### src/hw/rtl/rit_pkg.sv
`timescale 1ns / 1ps

package rit_pkg;

  // Default sizing
  localparam int DEF_REGION_SLOTS = 256;
  localparam int DEF_TAG_BITS     = 32;

  // Fixed field widths
  localparam int KIND_W   = 2;
  localparam int TAG_W    = 32;
  localparam int TIME_W   = 64;
  localparam int STATUS_W = 3;
  localparam int INDEX_W  = 8;
  localparam int COUNT_W  = 32;

  // Event kinds
  localparam logic [KIND_W-1:0] KIND_BEGIN = 2'd0;
  localparam logic [KIND_W-1:0] KIND_END   = 2'd1;
  localparam logic [KIND_W-1:0] KIND_CLEAR = 2'd2;

  // Result status codes
  localparam logic [STATUS_W-1:0] ST_BEGUN      = 3'd0;
  localparam logic [STATUS_W-1:0] ST_ENDED      = 3'd1;
  localparam logic [STATUS_W-1:0] ST_NOT_FOUND  = 3'd2;
  localparam logic [STATUS_W-1:0] ST_NOT_ACTIVE = 3'd3;
  localparam logic [STATUS_W-1:0] ST_FULL       = 3'd4;
  localparam logic [STATUS_W-1:0] ST_CLEARED    = 3'd5;

  // Request to the shared adder: a + b, or a - b when sub is set
  typedef struct packed {
    logic [TIME_W-1:0] a;
    logic [TIME_W-1:0] b;
    logic              sub;
  } alu_req_t;

  // Adder result: sum and carry out (for a - b, carry low means a < b)
  typedef struct packed {
    logic [TIME_W-1:0] sum;
    logic              carry;
  } alu_rsp_t;

endpackage

### src/hw/rtl/rit_alu.sv
`timescale 1ns / 1ps

module rit_alu (
  input  rit_pkg::alu_req_t req,
  output rit_pkg::alu_rsp_t rsp
);

  logic [rit_pkg::TIME_W-1:0] b_op;
  logic [rit_pkg::TIME_W:0]   full;

  // One 64-bit add/subtract, carry out kept for compares
  always_comb begin
    b_op = req.sub ? ~req.b : req.b;
    full = {1'b0, req.a} + {1'b0, b_op} + {{rit_pkg::TIME_W{1'b0}}, req.sub};
    rsp.sum   = full[rit_pkg::TIME_W-1:0];
    rsp.carry = full[rit_pkg::TIME_W];
  end

endmodule

### config.mk
export PLATFORM = sky130hd
export DESIGN_NAME = rit_alu
export DESIGN_NICKNAME = d
export VERILOG_FILES = /design/src/hw/rtl/rit_pkg.sv /design/src/hw/rtl/rit_alu.sv
export SDC_FILE = /design/constraint.sdc
export NUM_CORES = 1
export LEC_CHECK = 0
export BUFFER_PORTS_ARGS = -buffer_cell sky130_fd_sc_hd__buf_2
export CAP_MARGIN = 10
export CORE_MARGIN = 5
export CORE_UTILIZATION = 51
export DETAILED_ROUTE_END_ITERATION = 8
export GPL_TIMING_DRIVEN = 0
export PLACE_DENSITY = 0.83
export SLEW_MARGIN = 10
export SYNTH_ARGS = -nofsm -noshare
export SYNTH_HDL_FRONTEND = slang
export SYNTH_SLANG_ARGS = --single-unit
### constraint.sdc
create_clock -name vclk -period 5
set_input_delay 0.75 -clock vclk [all_inputs]
set_output_delay 0.75 -clock vclk [all_outputs]
set_load 0.02 [all_outputs]
==> results of run 1 <==
[cell families after synthesis]
| group | after synthesis | synth area share, % |
|---|---|---|
| xor+xnor | 123 | 23.65 |
| buf+inv | 44 | 4.835 |
| simple gates | 169 | 18.21 |
| mux | 2 | 0.4396 |
| compound gates | 228 | 33.46 |
| fa+ha+maj | 70 | 19.40 |
[report_power, final]
part           leakage (nW)  switching [mW]  total, mW  internal [mW]
clock                     0               0          0              0
combinational          2.88           0.848       1.37          0.524
sequential                0               0          0              0
[through the flow]
step	TNS, ns	instances	hold slack (ns)	power [mW]
6_report	0	940	1.829	1.371
5_1_grt	-0.2465	940	1.846	1.487
4_1_cts	0	937	1.839	1.346
3_5_place_dp	-5.824	937	1.838	1.337
3_3_place_gp	-3.185	937	1.830	1.312
2_1_floorplan	0	636	1.624	0.9510
[area by class of cell]
cell class | count | area share [%]
Tap cell | 108 | 2.361
Inverter | 20 | 1.311
Timing Repair Buffer | 196 | 17.27
Multi-Input combinational cell | 592 | 76.20
Buffer | 24 | 2.863
[repair_timing]
action,4_1_cts,5_1_grt
gates resized for setup,10,13
hold buffers,0,0
pin swaps,0,3
setup buffers,0,3
setup endpoints to repair,25,17
gates cloned,0,0
[Yosys cell counts, types with 5 or more instances]
master	number	area, um2
o31ai_1	5	37.54
inv_1	20	75.07
clkbuf_1	8	30.03
xnor2_1	37	324.1
a21o_1	32	240.2
o21a_1	5	37.54
o21bai_1	11	82.58
buf_1	6	22.52
nor2_1	37	138.9
nor3_1	6	30.03
ha_1	69	863.3
nand3_1	10	50.05
o21ai_0	34	170.2
nand4_1	14	87.58
nand2_1	61	229.0
a31oi_1	7	43.79
a21boi_0	5	37.54
a21oi_1	82	410.4
nor4_1	5	31.28
xor2_1	86	753.2
and2_1	7	43.79
nand2b_1	5	31.28
[worst max-delay path, cell delays in order]
cell and delay, ns:
buf_2 0.24, buf_4 0.30, xor2_1 0.11, ha_1 0.37
o21a_1 0.17, nand4_1 0.20, a2111oi_4 0.41, o31ai_1 0.15
a31oi_1 0.39, a21boi_1 0.22, o21ai_0 0.32, a21oi_1 0.16
xnor2_1 0.16, buf_2 0.18
[worst paths after layout]
check                   start  endpoint  slack [ns]  cells after the start
worst max-delay path   req[0]   rsp[27]        0.10                     14
worst min-delay path  req[65]    rsp[1]        1.83                      3
[layout by cell type (no fill, tap or decap), drive strengths merged, types with 3 or more instances in the layout]
| master | instances |
|---|---|
| buf | 206 |
| xor2 | 86 |
| a21oi | 82 |
| ha | 69 |
| nand2 | 61 |
| nor2 | 38 |
| o21ai | 38 |
| xnor2 | 37 |
| a21o | 35 |
| inv | 20 |
| nand4 | 15 |
| o21bai | 12 |
| clkbuf | 12 |
| nand3 | 10 |
| a31oi | 8 |
| and2 | 7 |
| nor3 | 7 |
| o31ai | 6 |
| a211oi | 6 |
| a2111oi | 6 |
| o21a | 5 |
| nand2b | 5 |
| nor4 | 5 |
| a21boi | 5 |
| nor2b | 4 |
| and3 | 4 |
| o211ai | 4 |
| a311oi | 4 |
| or3 | 3 |
[layer usage]
layer	vias to the layer above	wire, um
met5	-	0
met4	0	316
met3	34	977
met2	240	7323
met1	2539	6320
li1	2717	-
==> metrics.cfg, run 1 <==
[detailed_routing]
drt-pass1-iter-count=5
post_drt_wl_per_cell_um=15.89
vias_per_cell=5.883
ant_nets=0
drt-total-wl_um=14940
vias=5530
initialDrtViolationCount=265
drcViolationCount=0

[sta]
hold_viol=0
fin_crit_ns=4.896
rsz0062_at_grt=true
worst_pin_slew_ns=0.8368
fmax_ghz=0.2042
slew_viol_final=0
fin_crit_sh_pct=97.92
setup_viol=0
relSlewSlack_pct=42.77
fin_ws_ns=0.1038

[setup_path]
cp_max_fo=10
required_ns=4.25
path_class=in -> out
startpoint_type=input port
critPathCaptureType=primary output
arrival_ns=4.15

[floorplanning]
fp.dieW_um=104.5
rows=34
boundaryPins=194
die_area_um2=10920
core_area_um2=8721
die_h_um=104.5
start_util_pct=52.22

[job]
cap_violations=0

[synth]
ys_seq_area_share_pct=0
ys_warn_count=0
syn-instance-count=636
synth_area_um2=4554
synth.distinct_cells=71
syn_nets=835
syn_avg_cell_area_um2=7.161

[global_routing]
grt_overflow_total=0
grt_max_degree=11
grt_pass1_wl_um=24610
grtUsageMet1_pct=32.13
use_met3_pct=2.545
grt_pass1_vias=5419
antenna_found_initial=0
grt_usage_pct=25.24
grt_use_met2_pct=45.88
grt_busiest_layer=met2

[finish]
postLayoutCoreUtil_pct=65.64
final_area_um2=5724
nFlopsAndLatches=0
seqCellArea_um2=0
nNetsFinal=1033
drive_above_1_share_pct=29.09
antenna_cells=0
multi_input_area_um2=4362
fillCellCount=770
clkbuf_count=0
area_growth_syn_to_layout_pct=25.69

[placement]
hpwl_um=12740
postPlaceCellArea_um2=5655
place_ws_ns=-0.3977
portBuffers=193
place_congestion=0.9749

[power]
p_per_area_nw_per_um2=239.6
ir_drop_v=0.0001360
p_leak_nw=2.885

[status]
status=finished, final reports clean

[hold_path]
hold_class=in -> out

No activity file was read; power rests on OpenSTA's default activity.
==> run 2, diff against run 1 <==
--- a/config.mk
+++ b/config.mk
@@ -5,13 +5,14 @@
 export SDC_FILE = /design/constraint.sdc
 export NUM_CORES = 1
 export LEC_CHECK = 0
+export ABC_CLOCK_PERIOD_IN_PS = 5000
 export BUFFER_PORTS_ARGS = -buffer_cell sky130_fd_sc_hd__buf_2
 export CAP_MARGIN = 10
 export CORE_MARGIN = 5
 export CORE_UTILIZATION = 51
 export DETAILED_ROUTE_END_ITERATION = 8
 export GPL_TIMING_DRIVEN = 0
-export PLACE_DENSITY = 0.83
+export PLACE_DENSITY = 0.85
 export SLEW_MARGIN = 10
 export SYNTH_ARGS = -nofsm -noshare
 export SYNTH_HDL_FRONTEND = slang
==> run 2 against run 1 <==
Compared with the run above: sequential share of layout area unchanged; maximum frequency is 1.6% higher; via count shrank 2.7%; non-clock buffer count is 2 lower; utilization down 0.14 points; flip-flop and latch count unchanged.
==> metrics.cfg, run 2 (synthesized netlist as in run 1, its figures left out) <==
[status]
status=finished, final reports clean

[power]
comb_power_share_pct=100.0  ; about the same
netSwitchingPower_mw=0.8304  ; -2.0%
switching_share_pct=61.51  ; -0.29 points
pwr-share-clk_pct=0  ; unchanged
p_leak_nw=2.876  ; -0.31%
p_seq_share_pct=0  ; unchanged
ir_drop_v=0.0001260  ; -7.3%
p_per_area_nw_per_um2=236.4  ; -1.3%
intPower_mw=0.5196  ; -0.80%

[finish]
final_cell_mix=buf_2, xor2_1, a21oi_1
fillCellCount=846  ; +9.9%
seqCellArea_um2=0  ; unchanged
area_growth_syn_to_layout_pct=25.41
drive_above_1_share_pct=28.92  ; -0.17 points
antenna_cells=0  ; unchanged
multi_input_area_um2=4360  ; about the same
final_area_um2=5712  ; -0.22%
postLayoutCoreUtil_pct=65.50  ; -0.14 points
nFlopsAndLatches=0  ; unchanged
nNetsFinal=1031  ; -0.19%
clkbuf_count=0  ; unchanged
layout_commonest_cell=buf_2

[hold_path]
hold_end=rsp[1]
min_from=req[65]
min_delay_path_depth=3  ; unchanged
hold_class=in -> out

[setup_path]
cp_slowest_cell=or4_4
critPathCaptureType=primary output
startpoint_type=input port
cp_max_fo=10  ; unchanged
critical_path.max_stage_delay_ns=0.57  ; +0.16 ns
path_cells=clkbuf_4 -> buf_2 -> xor2_1 -> ha_1 -> clkbuf_2 -> nand4_1 -> or4_4 -> or2_4 -> o211ai_2 -> a221oi_2 -> a21oi_1 -> a21oi_2 -> o21ai_2 -> xnor2_1 -> buf_2
path_depth=15  ; +1
path_class=in -> out
cp_common_cell=buf_2
required_ns=4.25  ; about the same
path_buf_inv=4  ; +1
cp_top_family=simple AND/OR/NAND/NOR gates
crit_start=req[0]
arrival_ns=4.07  ; -0.08 ns

[sta]
slew_viol_final=0  ; unchanged
fmax_ghz=0.2076  ; +1.6%
fin_crit_ns=4.817  ; -0.07938 ns
hold_viol=0  ; unchanged
worst_pin_slew_ns=0.7299  ; -0.1069 ns
fin_crit_sh_pct=96.34  ; -1.6 points
fin_ws_ns=0.1832  ; +0.07938 ns
rsz0062_at_grt=false
relSlewSlack_pct=50.08  ; +7.3 points
setup_viol=0  ; unchanged

[placement]
place_congestion=0.9339  ; -4.2%
postPlaceCellArea_um2=5655  ; unchanged
hpwl_um=12330  ; -3.2%
portBuffers=193  ; unchanged
place_ws_ns=-0.4008  ; -0.003073 ns

[global_routing]
grt_pass1_wl_um=23100  ; -6.1%
grt_pass1_vias=5155  ; -4.9%
grt_overflow_total=0  ; unchanged
grt_usage_pct=23.89  ; -1.4 points
grt_max_degree=11  ; unchanged
antenna_found_initial=0  ; unchanged

[floorplanning]
die_area_um2=10920  ; unchanged
die_h_um=104.5  ; unchanged
core_area_um2=8721  ; unchanged
rows=34  ; unchanged
fp.dieW_um=104.5  ; unchanged
start_util_pct=52.22  ; unchanged
boundaryPins=194  ; unchanged

[clock_network]
ctsHoldBuffers=0  ; unchanged

[detailed_routing]
post_drt_wl_per_cell_um=15.28  ; -3.9%
drt-total-wl_um=14330  ; -4.1%
vias_per_cell=5.738  ; -2.5%
initialDrtViolationCount=285  ; +7.5%
vias=5382  ; -2.7%
drt-pass1-iter-count=5  ; unchanged
drcViolationCount=0  ; unchanged
ant_nets=0  ; unchanged

[job]
cap_violations=0  ; unchanged

run 2: area by class of cell:
class | count | share of cell area (%)
Tap cell | 108 | 2.366
Timing Repair Buffer | 194 | 17.04
Multi-Input combinational cell | 592 | 76.34
Inverter | 20 | 1.314
Buffer | 24 | 2.935
run 2: worst max-delay path by stage:
stage,endpoint
2_1_floorplan,rsp[64]
5_1_grt,rsp[62]
6_report,rsp[52]
3_3_place_gp,rsp[62]
3_5_place_dp,rsp[62]
4_1_cts,rsp[27]
run 2: tightest hold or removal path, delay by kind of cell:
kind                      cells  cell delay [ns]
xor gates and xnor gates      1             0.08
buffers and inverters         2             0.25
run 2: repair_timing:
action / in CTS / in global routing
hold endpoints to repair: 0 / 0
cloned: 0 / 0
pin swaps: 0 / 3
setup endpoints to repair: 23 / 17
setup buffers: 0 / 1
gates resized for setup: 6 / 16
run 2: power groups by stage:
| stage | registers, mW | logic, mW | clock network, mW |
|---|---|---|---|
| 6_report | 0 | 1.35 | 0 |
| 2_1_floorplan | 0 | 0.951 | 0 |
| 5_1_grt | 0 | 1.47 | 0 |
| 3_3_place_gp | 0 | 1.31 | 0 |
| 3_5_place_dp | 0 | 1.33 | 0 |
| 4_1_cts | 0 | 1.34 | 0 |
run 2: per-stage QoR:
stage	TNS, ns	total power, mW	hold slack (ns)	cells
after floorplan	0	0.9510	1.624	636
after global placement	-5.110	1.314	1.831	937
after detailed placement	-4.585	1.326	1.838	937
after CTS	0	1.335	1.838	937
after global routing	0	1.474	1.857	938
final	0	1.350	1.830	938
run 2: routing by layer:
metal  global-route usage, %  share of wire, %  vias up
met2                   42.58                48      198
met5                       0                 0        -
li1                        -                 -     2710
met3                   1.924               5.6       22
met1                   31.61                45     2452
met4                   4.163               1.9        0
